[src/rtl/core/bbc_pkg.sv]
`timescale 1ns / 1ps

package bbc_pkg;

  localparam int STACK_DEPTH = 64;
  localparam int ADDR_W      = $clog2(STACK_DEPTH);
  localparam int CNT_W       = $clog2(STACK_DEPTH + 1);

  localparam logic [7:0] CHR_LPAREN = 8'h28;  // (
  localparam logic [7:0] CHR_RPAREN = 8'h29;  // )
  localparam logic [7:0] CHR_LSQUARE = 8'h5B; // [
  localparam logic [7:0] CHR_RSQUARE = 8'h5D; // ]
  localparam logic [7:0] CHR_LCURLY = 8'h7B;  // {
  localparam logic [7:0] CHR_RCURLY = 8'h7D;  // }

  typedef enum logic [1:0] {
    CODE_NONE   = 2'd0,
    CODE_ROUND  = 2'd1,
    CODE_SQUARE = 2'd2,
    CODE_CURLY  = 2'd3
  } bkt_code_t;

  // One classified character as it travels from front to back
  typedef struct packed {
    bkt_code_t open_code;   // CODE_NONE when the byte is a closer
    bkt_code_t close_code;  // partner type; CODE_NONE never matches
    logic      last;
  } bbc_item_t;

endpackage

[src/rtl/core/bbc_ram.sv]
`timescale 1ns / 1ps

module bbc_ram #(
  parameter int WIDTH = 2,
  parameter int DEPTH = 64
) (
  input  logic                     clk,
  input  logic                     we,
  input  logic [$clog2(DEPTH)-1:0] waddr,
  input  logic [WIDTH-1:0]         wdata,
  input  logic [$clog2(DEPTH)-1:0] raddr,
  output logic [WIDTH-1:0]         rdata
);

  logic [WIDTH-1:0] mem [DEPTH];

  always_ff @(posedge clk) begin
    if (we) begin
      mem[waddr] <= wdata;
    end
    rdata <= mem[raddr];
  end

endmodule

[src/rtl/core/bbc_front.sv]
`timescale 1ns / 1ps

module bbc_front (
  input  logic             in_valid,
  output logic             in_stall,
  input  logic [7:0]       in_char_code,
  input  logic             in_end_of_string,
  input  logic             q_full,
  output logic             q_push,
  output bbc_pkg::bbc_item_t q_item
);

  import bbc_pkg::*;

  assign in_stall = q_full;
  assign q_push   = in_valid && !q_full;

  always_comb begin
    q_item.open_code  = CODE_NONE;
    q_item.close_code = CODE_NONE;
    q_item.last       = in_end_of_string;
    unique case (in_char_code)
      CHR_LPAREN:  q_item.open_code  = CODE_ROUND;
      CHR_LSQUARE: q_item.open_code  = CODE_SQUARE;
      CHR_LCURLY:  q_item.open_code  = CODE_CURLY;
      CHR_RPAREN:  q_item.close_code = CODE_ROUND;
      CHR_RSQUARE: q_item.close_code = CODE_SQUARE;
      CHR_RCURLY:  q_item.close_code = CODE_CURLY;
      default: begin
        // any other byte is a closer that matches nothing
        q_item.close_code = CODE_NONE;
      end
    endcase
  end

endmodule

[src/rtl/core/bbc_queue.sv]
`timescale 1ns / 1ps

module bbc_queue (
  input  logic               clk,
  input  logic               rst_n,
  input  logic               push,
  input  bbc_pkg::bbc_item_t push_item,
  output logic               full,
  input  logic               pop,
  output logic               valid,
  output bbc_pkg::bbc_item_t head
);

  import bbc_pkg::*;

  bbc_item_t  slot_r [2];
  logic       wr_ptr_r, wr_ptr_nxt;
  logic       rd_ptr_r, rd_ptr_nxt;
  logic [1:0] fill_r, fill_nxt;

  assign full  = (fill_r == 2'd2);
  assign valid = (fill_r != 2'd0);
  assign head  = slot_r[rd_ptr_r];

  always_comb begin
    wr_ptr_nxt = wr_ptr_r ^ push;
    rd_ptr_nxt = rd_ptr_r ^ pop;
    fill_nxt   = fill_r + {1'b0, push} - {1'b0, pop};
  end

  always_ff @(posedge clk) begin
    if (!rst_n) begin
      wr_ptr_r <= 1'b0;
      rd_ptr_r <= 1'b0;
      fill_r   <= 2'd0;
    end else begin
      wr_ptr_r <= wr_ptr_nxt;
      rd_ptr_r <= rd_ptr_nxt;
      fill_r   <= fill_nxt;
    end
  end

  always_ff @(posedge clk) begin
    if (push) begin
      slot_r[wr_ptr_r] <= push_item;
    end
  end

endmodule

[src/rtl/core/bbc_stack.sv]
`timescale 1ns / 1ps

module bbc_stack (
  input  logic               clk,
  input  logic               rst_n,
  input  logic               q_valid,
  input  bbc_pkg::bbc_item_t q_head,
  output logic               q_pop,
  output logic               out_valid,
  input  logic               out_stall,
  output logic               out_balanced,
  output logic               out_overflowed
);

  import bbc_pkg::*;

  logic [CNT_W-1:0]  count_r, count_nxt;
  logic              mismatch_r, mismatch_nxt;
  logic              overflow_r, overflow_nxt;
  bkt_code_t         top_r, top_nxt;
  logic              out_valid_r, out_valid_nxt;
  logic              balanced_r, balanced_nxt;
  logic              overflowed_r, overflowed_nxt;

  logic              go;
  logic              wr_en;
  logic [ADDR_W-1:0] rd_addr;
  logic [CNT_W-1:0]  below_idx;
  logic [1:0]        below_code;
  logic [CNT_W-1:0]  cnt_step;
  logic              mis_step;
  logic              ovf_step;

  // the RAM holds every entry; top_r mirrors the entry at count-1 and the
  // read port always presents the entry below it
  bbc_ram #(
    .WIDTH (2),
    .DEPTH (STACK_DEPTH)
  ) u_ram (
    .clk   (clk),
    .we    (wr_en),
    .waddr (count_r[ADDR_W-1:0]),
    .wdata (q_head.open_code),
    .raddr (rd_addr),
    .rdata (below_code)
  );

  // hold a final character while the previous result is still waiting
  assign go    = q_valid && !(q_head.last && out_valid_r && out_stall);
  assign q_pop = go;

  always_comb begin
    wr_en    = 1'b0;
    cnt_step = count_r;
    mis_step = mismatch_r;
    ovf_step = overflow_r;
    top_nxt  = top_r;

    if (go) begin
      if (q_head.open_code != CODE_NONE) begin
        if (count_r == CNT_W'(STACK_DEPTH)) begin
          ovf_step = 1'b1;
        end else begin
          wr_en    = 1'b1;
          top_nxt  = q_head.open_code;
          cnt_step = count_r + CNT_W'(1);
        end
      end else if (count_r == '0) begin
        mis_step = 1'b1;
      end else if (q_head.close_code != CODE_NONE && top_r == q_head.close_code) begin
        cnt_step = count_r - CNT_W'(1);
        top_nxt  = bkt_code_t'(below_code);
      end else begin
        mis_step = 1'b1;
      end
    end

    count_nxt    = cnt_step;
    mismatch_nxt = mis_step;
    overflow_nxt = ovf_step;

    out_valid_nxt  = out_valid_r && out_stall;
    balanced_nxt   = balanced_r;
    overflowed_nxt = overflowed_r;

    if (go && q_head.last) begin
      out_valid_nxt  = 1'b1;
      balanced_nxt   = !mis_step && !ovf_step && (cnt_step == '0);
      overflowed_nxt = ovf_step;
      count_nxt      = '0;
      mismatch_nxt   = 1'b0;
      overflow_nxt   = 1'b0;
    end

    // fetch the entry that will sit below the new top
    below_idx = count_nxt - CNT_W'(2);
    rd_addr   = below_idx[ADDR_W-1:0];
  end

  always_ff @(posedge clk) begin
    if (!rst_n) begin
      count_r     <= '0;
      mismatch_r  <= 1'b0;
      overflow_r  <= 1'b0;
      out_valid_r <= 1'b0;
    end else begin
      count_r     <= count_nxt;
      mismatch_r  <= mismatch_nxt;
      overflow_r  <= overflow_nxt;
      out_valid_r <= out_valid_nxt;
    end
  end

  always_ff @(posedge clk) begin
    top_r        <= top_nxt;
    balanced_r   <= balanced_nxt;
    overflowed_r <= overflowed_nxt;
  end

  assign out_valid      = out_valid_r;
  assign out_balanced   = balanced_r;
  assign out_overflowed = overflowed_r;

endmodule

[src/rtl/core/bracket_balance_checker_top.sv]
`timescale 1ns / 1ps
// Path: the result of a string is registered in the queue, then in the output
// register, after its last character is accepted.
// Throughput: one character per cycle while in_stall is low; the stack engine does
// one push or pop per cycle against a RAM with one write and one registered read port.
// Reset: synchronous active-low rst_n empties the queue, stack count and flags;
// the stack RAM is not cleared, as only entries written in the current string are read.

module bracket_balance_checker_top (
  input  logic       clk,
  input  logic       rst_n,
  input  logic       in_valid,
  output logic       in_stall,
  input  logic [7:0] in_char_code,
  input  logic       in_end_of_string,
  output logic       out_valid,
  input  logic       out_stall,
  output logic       out_balanced,
  output logic       out_overflowed
);

  import bbc_pkg::*;

  bbc_item_t push_item;
  bbc_item_t head_item;
  logic      q_push;
  logic      q_full;
  logic      q_pop;
  logic      q_valid;

  bbc_front u_front (
    .in_valid         (in_valid),
    .in_stall         (in_stall),
    .in_char_code     (in_char_code),
    .in_end_of_string (in_end_of_string),
    .q_full           (q_full),
    .q_push           (q_push),
    .q_item           (push_item)
  );

  bbc_queue u_queue (
    .clk       (clk),
    .rst_n     (rst_n),
    .push      (q_push),
    .push_item (push_item),
    .full      (q_full),
    .pop       (q_pop),
    .valid     (q_valid),
    .head      (head_item)
  );

  bbc_stack u_stack (
    .clk            (clk),
    .rst_n          (rst_n),
    .q_valid        (q_valid),
    .q_head         (head_item),
    .q_pop          (q_pop),
    .out_valid      (out_valid),
    .out_stall      (out_stall),
    .out_balanced   (out_balanced),
    .out_overflowed (out_overflowed)
  );

endmodule

[config.mk]
export PLATFORM = sky130hd
export DESIGN_NAME = bracket_balance_checker_top
export DESIGN_NICKNAME = d
export VERILOG_FILES = /design/src/rtl/core/bbc_pkg.sv /design/src/rtl/core/bbc_ram.sv /design/src/rtl/core/bbc_front.sv /design/src/rtl/core/bbc_queue.sv /design/src/rtl/core/bbc_stack.sv /design/src/rtl/core/bracket_balance_checker_top.sv
export SDC_FILE = /design/constraint.sdc
export NUM_CORES = 1
export LEC_CHECK = 0
export BUFFER_PORTS_ARGS = -buffer_cell sky130_fd_sc_hd__buf_2
export CAP_MARGIN = 20
export CORE_ASPECT_RATIO = 1.1
export CORE_MARGIN = 2
export CORE_UTILIZATION = 40
export DETAILED_ROUTE_END_ITERATION = 16
export GPL_TIMING_DRIVEN = 1
export SYNTH_ARGS = -nofsm -noshare
export SYNTH_HDL_FRONTEND = slang
export SYNTH_SLANG_ARGS = --single-unit
[constraint.sdc]
create_clock -name clk -period 5.2 [get_ports clk]
set_input_delay 1.04 -clock clk [delete_from_list [all_inputs] [get_ports clk]]
set_output_delay 1.04 -clock clk [all_outputs]
set_load 0.1 [all_outputs]
Yosys cells after proc, flatten, opt, wreduce, memory -nomap -nowiden
Memories as Yosys holds them, arrays and structs flattened. A register that Yosys moved wholly into a read port is not among the register bits.
Index checks and enable logic that the tools add are counted.
- bits in registers: 18
- RAM bits: 138
- output and inout bits: 4
- memories kept: 2
- add/subtract/negate cells: 5
- equality and inequality tests: 11
- muxes and demuxes: 28
- bitwise operators: 3
- reduce and logical (&&, ||, !) cells: 21
- memory list (name ; depth ; width ; rd ports ; clocked after Yosys merged registers in ; wr ports ; RTL line ; source):
    u_stack.u_ram.mem ; 64 ; 2 ; 1 ; 1 ; 1 ; bbc_ram.sv:15 ; logic [WIDTH-1:0] mem [DEPTH];
    u_queue.slot_r ; 2 ; 5 ; 1 ; 1 ; 1 ; bbc_queue.sv:16 ; bbc_item_t slot_r [2];
- operators by type and width (operator ; number):
    7-bit two-way mux ; 6
    8-bit by 7-bit equality test with 1-bit output (second input constant) ; 4
    8-bit by 6-bit equality test with 1-bit output (second input constant) ; 2
    1-bit two-way mux ; 16
    7-bit logical NOT ; 2
    2-bit one-hot mux with 3 select lines ; 2
    1-bit logical AND ; 9
    2-bit two-way mux ; 4
    2-bit nonzero test ; 4
    7-bit by 1-bit adder with 7-bit output (second input constant) ; 1
    7-bit equality test (second input constant) ; 1
    7-bit by 1-bit subtractor with 7-bit output (second input constant) ; 1
    6-bit by 2-bit subtractor with 6-bit output (second input constant) ; 1
    1-bit logical NOT ; 4
    4-bit AND reduction ; 1
    2-bit by 1-bit adder with 2-bit output ; 1
    2-bit equality test ; 1
    2-bit equality test (second input constant) ; 1
    2-bit by 1-bit inequality test with 1-bit output (second input constant) ; 1
    2-bit inequality test (second input constant) ; 1
    2-bit OR reduction ; 1
    2-bit by 1-bit subtractor with 2-bit output ; 1
    1-bit bitwise XOR ; 2
    1-bit NOT ; 1

Longest topological paths before layout
Gate-level depths: netlist of run 1.
- word-level depth: 9
- mapped depth: 20
- depth with buffers taken out: 17

Cells and area by module
A second synthesis of run 1 with hierarchy kept.
- cell total of the unflattened synthesis: 507
- area, all modules: 7160.6 um^2
- modules (own cells, without submodules) (module ; instances ; cells an instance ; area each (um^2) ; sequential area each (um^2)):
    bbc_ram ; 1 ; 324 ; 5397.7 ; 3883.7
    bbc_stack ; 1 ; 130 ; 1059.8 ; 320.3
    bbc_queue ; 1 ; 36 ; 593.1 ; 400.4
    bbc_front ; 1 ; 17 ; 110.1 ; 0.0

Worst setup path after synthesis of run 1
Ideal clock, no wire load.
- path kind: reg2reg
- start point: register u_stack.out_valid_r (netlist: u_stack.out_valid)
- end point: register u_stack.u_ram.rdata[0], read port of u_stack.u_ram.mem
- setup time: 0.120 ns
- arrival: 4.495 ns
- slack: 0.585 ns
- cell stages (with the launch flop): 18
- clock period less this slack: 4.615 ns
- cell sequence: dfxtp_1 -> nand2_1 -> o22ai_2 -> inv_2 -> nor2_1 -> a31oi_1 -> a21oi_4 -> inv_1 -> buf_4 -> buf_2 -> ha_1 -> or3_1 -> o311ai_4 -> buf_2 -> mux4_2 -> nor3_1 -> nor4_1 -> a211o_1
- cells in the longest elaborated chain, start to end: 7
- elaborated cells on any way between the ends: 8
- classes of those cells: 1 x add/sub; 2 x mux; 5 x reduce/logical
- RTL lines (item ; RTL line ; source):
    start, declared ; bbc_stack.sv:21 ; logic out_valid_r, out_valid_nxt;
    start signal, assigned ; bbc_stack.sv:110 ; out_valid_r <= out_valid_nxt;
    1-bit logical AND * (2 in a row) ; bbc_stack.sv:49 ; assign go = q_valid && !(q_head.last && out_valid_r && out_stall);
    1-bit logical NOT * ; bbc_stack.sv:49 ;
    1-bit logical AND * ; bbc_stack.sv:49 ;
    7-bit two-way mux or 1-bit logical AND (tied branches) ; bbc_stack.sv:59, bbc_stack.sv:86 ;
    7-bit two-way mux * ; bbc_stack.sv:86 ; if (go && q_head.last) begin
    6-bit by 2-bit subtractor with 6-bit output * ; bbc_stack.sv:96 ; below_idx = count_nxt - CNT_W'(2);
    end, declared ; bbc_ram.sv:12 ; output logic [WIDTH-1:0] rdata
Every way passes the cells marked *; elsewhere a longest branch is shown, timed or not.
A chain may end at the register's enable or synchronous reset.

Worst setup path after layout of run 1
- start point: register u_stack.count_r[3]
- end point: register u_stack.u_ram.rdata[0], read port of u_stack.u_ram.mem
- cells in the longest elaborated chain, start to end: 7
- elaborated cells on any way between the ends: 11
- classes of those cells: 3 x add/sub; 1 x eq/ne; 6 x mux; 1 x reduce/logical
- RTL lines (item ; RTL line ; source):
    start, declared ; bbc_stack.sv:17 ; logic [CNT_W-1:0] count_r, count_nxt;
    start signal, assigned ; bbc_stack.sv:107 ; count_r <= count_nxt;
    7-bit by 1-bit subtractor with 7-bit output ; bbc_stack.sv:71 ; cnt_step = count_r - CNT_W'(1);
    7-bit two-way mux ; bbc_stack.sv:70 ; end else if (q_head.close_code != CODE_NONE && top_r == q_head.close_code) begin
    7-bit two-way mux ; bbc_stack.sv:68 ; end else if (count_r == '0) begin
    7-bit two-way mux ; bbc_stack.sv:60 ; if (q_head.open_code != CODE_NONE) begin
    7-bit two-way mux * ; bbc_stack.sv:59 ; if (go) begin
    7-bit two-way mux * ; bbc_stack.sv:86 ;
    6-bit by 2-bit subtractor with 6-bit output * ; bbc_stack.sv:96 ;
Marks and branches as above.

==> flow_summary.toml, run 1 <==
[worst_setup_path]
crit_path_end_kind = "flop"
cp_common_cell = "a211o_1"
required_ns = 5.52
critPathSlowestCell = "dfxtp_1"
crit_type = "reg2reg"
max_stage_delay_ns = 0.90
startpoint_type = "flop"
critical_path_arrival_ns = 4.84
path_delay_family = "compound AO/OA/AOI/OAI gates"
worst-path-max-fanout = 25
crit_buf_inv = 1
worstRegToRegCells = 14
crit_chain = "or3b_1, o22a_1, buf_4, a211o_1, a21oi_1, or2_2, ha_1, or3_1, o311ai_4, nor2_1, a32o_1, a221oi_2, mux2i_1, a211o_1"
crit_cells = 14

[global_route]
antenna_found_initial = 0
grt_max_degree = 65
grt-ovfl-total = 0
grt_pass1_wl_mm = 28.30
grt_util_all_layers = 0.1917
grt_pass1_vias = 5094

[sta]
final-max-slew-violation-count = 0
worst_pin_slew_ns = 0.8796
finalCritPeriodShare = 0.8686
period_needed_ns = 4.517
clock_skew_ns = 0.006720
setup_viol = 0
timing.fmax_mhz = 221.4
setup_tns_ns = 0
maxSlewHeadroom = 0.4128
finalHoldViolCount = 0
setup_slack_ns = 0.6832
rsz0062_at_grt = "false"

[die]
fp.dieH_um = 147.1
io_pins = 17
start_util = 0.4060
die_w_um = 134.1
rows = 52
core-area_um2 = 18350
dieArea_um2 = 19730

[clock_network]
cts_buffers = 17
clock_latency_ns = 0.43
cts_hold_buf = 0
root_buffer = "clkbuf_16"
cts_setup_buffers = 0
clkTransAtPathRegs_ns = 0.06
htreeDepth = 4
cts_resized = 0
numClockSinks = 159
tritoncts = "done"
cts.path.max_buffers = 2

[placement]
port_buffers = 16
place_congestion = 0.9732
dp_worst_setup_slack_ns = 0.5301
placed_area_um2 = 7770
dp_cells = 846
dpl.hpwl_mm = 11.79

[detailed_routing]
drcViolationCount = 0
routed-via-count = 5027
dr.pass1.iters = 5
routedWlPerCell_um = 20.53
viasPerCell = 5.719
drt_iter0_drc = 519
wirelength_mm = 18.05
final_antenna_net_count = 0

[layout]
syn2layout_area_growth_pct = 12.88
fin_nets = 644
drive_above_1_share = 0.1415
postLayoutCellArea_um2 = 8408
instances_no_fill = 879
num_antenna_cells = 0
nFillCells = 1709

[synth]
synth_top_cell_by_area = "edfxtp_1"
yosysMostFrequentCell = "edfxtp_1"
ys_seq_area_frac = 0.6182
syn_avg_cell_area_um2 = 12.25
netlist_instances = 608
ys_async_sr_fraction = 0
synth.net_count = 629
synth_common_cells = "142 x edfxtp_1, 88 x nor2_1, 55 x nand2_1"
synthesis.area_um2 = 7448
yosys.area.top_type_share = 0.5725
ys.warnings.count = 0
synth-edff-count = 142
synthDistinctLibCells = 69
ys_ff_latch = 159
synthTopCellsByArea = "edfxtp_1 57%, dfxtp_1 4.6%, nor2_1 4.4%, mux2i_1 4.2%, nand2_1 2.8%"
synth_ff_type = "edfxtp_1"

[pwr]
ir_drop_v = 0.0003943
intPower_mw = 3.172
combPwrFrac = 0.432
clockPowerShare = 0.250
p_sw_frac = 0.3896
power_frac_seq = 0.318
p_per_area_nw_per_um2 = 618.0
switching_power_mw = 2.024
p_leak_nw = 2.816

[run]
cap_violations = 0

[worst_hold_path]
hp-class = "reg2reg"
min_path_cells = 2

[run_status]
status = "completed"
cell families after synthesis:
kind of cell | Yosys count | share of synthesized area
buffers and inverters | 49 | 0.03007
AOI/OAI and AO/OA | 101 | 0.1079
DFF | 159 | 0.6182
xor gates and xnor gates | 5 | 0.006887
and+or+nand+nor | 243 | 0.1574
muxes | 43 | 0.06619
adders and majority gates | 8 | 0.01344
path summary, 6_finish.rpt:
path / from / endpoint / slack, ns
worst max-delay path: u_stack.count_r[3] / u_stack.u_ram.rdata[0] / 0.68
worst min-delay path: u_stack.overflow_r / u_stack.overflow_r / 0.48
worst max register to register: u_stack.count_r[3] / u_stack.u_ram.rdata[0] / 0.68
worst min register to register: u_stack.overflow_r / u_stack.overflow_r / 0.48
worst min-delay path: cells and delay by family, from the launching register on:
kind,cells,cell delay (ns)
simple gates,1,0.09
compound gates,1,0.05
flops,1,0.31
metal layers:
| metal | share of wire | vias up | GRT usage |
|---|---|---|---|
| met1 | 0.41 | 2500 | 0.2358 |
| met2 | 0.52 | 146 | 0.3385 |
| met5 | 0 | - | 0 |
| met3 | 0.043 | 33 | 0.03451 |
| li1 | - | 2348 | - |
| met4 | 0.023 | 0 | 0.06789 |
power groups by stage:
stage	sequential [mW]	combinational [mW]	clock [mW]
after global placement	1.68	2.18	0
after global routing	1.66	2.42	1.36
after detailed placement	1.68	2.20	0
after floorplan	1.71	1.58	0
final	1.65	2.24	1.30
after CTS	1.65	2.21	1.31
state kept, by name, indices dropped and copies added, names as in the netlist, named ones only:
signal and flops:
u_stack.u_ram.mem 128, u_queue.fill_r 2, u_stack.count_r 7, u_queue.wr_ptr_r 1, u_queue.rd_ptr_r 1, u_queue.slot_r 10, u_stack.out_balanced 1, u_stack.top_r 2
u_stack.overflow_r 1, u_stack.mismatch_r 1, u_stack.out_valid 1, u_stack.out_overflowed 1, u_stack.u_ram.rdata 2
cell usage in the layout (no fill, tap or decap), drive strengths merged, types with 6 or more instances in the layout:
master / instances
clkbuf: 18
a21oi: 17
mux2i: 32
nand2: 55
inv: 16
a31oi: 9
nor3: 13
a221oi: 9
buf: 30
nand4: 7
and2: 9
dfxtp: 17
o21ai: 8
edfxtp: 142
nor2: 88
nor2b: 7
a211oi: 6
nand3: 28
or3: 9
a22oi: 6
mux2: 7
a221o: 8
ha: 8
cell type report:
class / instances / area, um2 / share of cell area
clock buffers: 18 / 429.2 / 0.05104
multi-input cells: 400 / 2628 / 0.3125
clock inverters: 14 / 188.9 / 0.02247
inverters: 15 / 56.30 / 0.006696
repair buffers: 30 / 197.7 / 0.02351
flip-flops and latches: 159 / 4604 / 0.5476
well taps: 243 / 304.0 / 0.03616
metrics by stage:
step / hold WS [ns] / power [mW] / utilization
finish: 0.4812 / 5.197 / 0.4583
global route: 0.5253 / 5.448 / 0.4583
CTS: 0.4887 / 5.176 / 0.4572
detailed placement: 0.4715 / 3.881 / 0.4235
global placement: 0.4671 / 3.857 / 0.4235
floorplan: 0.4389 / 3.286 / -
(Power assumes the default switching activity.)
==> run 2, diff against run 1 <==
--- a/config.mk
+++ b/config.mk
@@ -5,11 +5,13 @@
 export SDC_FILE = /design/constraint.sdc
 export NUM_CORES = 1
 export LEC_CHECK = 0
+export ABC_AREA = 1
 export BUFFER_PORTS_ARGS = -buffer_cell sky130_fd_sc_hd__buf_2
 export CAP_MARGIN = 20
 export CORE_ASPECT_RATIO = 1.1
 export CORE_MARGIN = 2
 export CORE_UTILIZATION = 40
+export CTS_BUF_LIST = sky130_fd_sc_hd__clkbuf_4 sky130_fd_sc_hd__clkbuf_8 sky130_fd_sc_hd__clkbuf_16
 export DETAILED_ROUTE_END_ITERATION = 16
 export GPL_TIMING_DRIVEN = 1
 export SYNTH_ARGS = -nofsm -noshare
==> flow_summary.toml, run 2 <==
[sta]
rsz0062_at_grt = "false"
maxSlewHeadroom = 0.4922
hold_slack_ns = 0.4495
finalCritPeriodShare = 0.6785
clock_skew_ns = 0.01146
timing.fmax_mhz = 283.4
period_needed_ns = 3.528
setup_tns_ns = 0
final-max-slew-violation-count = 0
finalHoldViolCount = 0
worst_pin_slew_ns = 0.7590
setup_slack_ns = 1.672
setup_viol = 0

[pwr]
intPower_mw = 3.152
p_sw_frac = 0.4664
power_frac_seq = 0.289
p_leak_nw = 3.121
ir_drop_v = 0.0003223
switching_power_mw = 2.755
combPwrFrac = 0.504
p_total_mw = 5.908
clockPowerShare = 0.207
p_per_area_nw_per_um2 = 712.4

[synth]
yosys.area.top_type_share = 0.5720
synth_top_cell_by_area = "edfxtp_1"
synth-edff-count = 142
yosysMostFrequentCell = "nand3_1"
syn_avg_cell_area_um2 = 9.874
netlist_instances = 755
ys_async_sr_fraction = 0
synth_ff_type = "edfxtp_1"
synth.net_count = 776
ys_seq_area_frac = 0.6177
synth-compound-area-share = 0.02299
synth_common_cells = "193 x nand3_1, 160 x nand2_1, 142 x edfxtp_1"
yosys.area_share.simple = 0.2845
synthMuxAreaShare = 0
ys_ff_latch = 159
synth_top_family_by_area = "simple AND/OR/NAND/NOR gates"
ys.warnings.count = 0
synth-xor-area-share = 0.009231
synthesis.area_um2 = 7455
synthAdderAreaFrac = 0.01343
synthDistinctLibCells = 38
synthTopCellsByArea = "edfxtp_1 57%, nand3_1 13%, nand2_1 8.1%, dfxtp_1 4.6%, nor2_1 4.3%"

[run_status]
status = "completed"

[layout]
largest_reg_flops = 128
top_regs = "u_stack.u_ram.mem (128), u_queue.slot_r (10), u_stack.count_r (7)"
top_register = "u_stack.u_ram.mem"
fin_nets = 786
syn2layout_area_growth_pct = 11.25
final_common_cell = "nand3_1"
num_antenna_cells = 0
drive_above_1_share = 0.1042
nFillCells = 1803
final_cell_mix = "193 x nand3_1, 158 x nand2_1, 142 x edfxtp_1"

[worst_setup_path]
critical_path_arrival_ns = 3.90
required_ns = 5.58
crit_type = "reg2reg"
startpoint_type = "flop"
worst-path-max-fanout = 65
crit_path_end_kind = "flop"

[die]
die_w_um = 134.2
fp.dieH_um = 147.2
dieArea_um2 = 19750
core-area_um2 = 18350
start_util = 0.4063
io_pins = 17
rows = 52

[clock_network]
cts.path.max_buffers = 2
htreeDepth = 4
clkTransAtPathRegs_ns = 0.06
cts_setup_buffers = 0
cts_buffers = 17
cts_hold_buf = 0
root_buffer = "clkbuf_16"
tritoncts = "done"
numClockSinks = 159
cts_resized = 0
clock_latency_ns = 0.43

[detailed_routing]
routed-via-count = 5398
viasPerCell = 5.292
wirelength_mm = 18.04
drcViolationCount = 0
final_antenna_net_count = 0
drt_iter0_drc = 624
dr.pass1.iters = 5
routedWlPerCell_um = 17.68

[global_route]
grt-ovfl-total = 0
grt_pass1_wl_mm = 28.61
grt_util_all_layers = 0.1918
grt_pass1_vias = 5419
grt_max_degree = 66
antenna_found_initial = 0

[placement]
port_buffers = 16
place_congestion = 0.8963
dpl.hpwl_mm = 11.35
dp_worst_setup_slack_ns = 1.316

[worst_hold_path]
hp-class = "reg2reg"

[run]
cap_violations = 0
run 2: changes by cell type after synthesis, sizes merged, moves of 7 or more:
cell    change
nand3     +167
nand2     +114
inv        +34
mux2i      -32
a221oi      -9
a31oi       -9
and2        -9
or3         -9
a221o       -8
nor3        -8
a21oi       -7
mux2        -7
nor2b       -7
run 2: layer usage:
metal  up-vias  part of all wire  GRT usage
met5         -                 0          0
met4         0             0.015    0.06526
met1      2584              0.45     0.2493
li1       2641                 -          -
met3        25             0.055    0.04831
met2       148              0.48     0.3135
run 2: final timing paths:
check / end / cells after the start / from / slack, ns
min: u_queue.fill_r[1] / 1 / u_queue.fill_r[1] / 0.45
min reg2reg: u_queue.fill_r[1] / 1 / u_queue.fill_r[1] / 0.45
max reg2reg: u_stack.u_ram.rdata[1] / 21 / flop / 1.67
max: u_stack.u_ram.rdata[1] / 21 / flop / 1.67
run 2: power groups by stage:
stage	clock, mW	sequential, mW	combinational, mW
2_1_floorplan	0	1.74	2.23
3_3_place_gp	0	1.74	2.97
3_5_place_dp	0	1.73	2.98
4_1_cts	1.23	1.71	2.99
5_1_grt	1.29	1.72	3.31
6_report	1.22	1.71	2.98
run 2: cell type report:
| class | instances | area (um2) | share of cell area |
|---|---|---|---|
| Multi-Input combinational cell | 511 | 2466 | 0.2974 |
| Inverter | 53 | 201.4 | 0.02429 |
| Clock buffer | 18 | 432.9 | 0.05220 |
| Clock inverter | 13 | 138.9 | 0.01675 |
| Tap cell | 243 | 304.0 | 0.03666 |
| Timing Repair Buffer | 23 | 145.1 | 0.01750 |
| Sequential cell | 159 | 4604 | 0.5552 |
run 2: per-stage QoR:
stage               std cells    util  cell area (um2)
finish                   1020  0.4520             8293
floorplan                 755       -             7455
detailed placement        989  0.4208             7721
global route             1020  0.4520             8293
CTS                      1020  0.4520             8293
global placement          989  0.4208             7721
run 2: worst max-delay path: stages (launching register included):
cell and delay, ns:
dfxtp_1 0.37, inv_2 0.13, nand2_1 0.07, nand2_2 0.05
buf_4 0.53, inv_2 0.11, nand2_2 0.13, inv_2 0.07
nand2_1 0.12, clkinv_1 0.13, nand3_1 0.10, nand2_1 0.10
nand3_1 0.13, ha_1 0.24, buf_4 0.21, inv_1 0.40
nand3_1 0.13, nand3_1 0.11, nand3_1 0.08, nand2_1 0.07
nand2_1 0.04, nand2_1 0.06
run 2: logic make-up (layout without fill, tap and decap cells):
kind of cell    count (synthesis)  count (layout)
buf+inv                        85             107
compound gates                 26              26
fa+ha+maj                       8               8
xor+xnor                        7               7
flops                         159             159
simple gates                  470             470
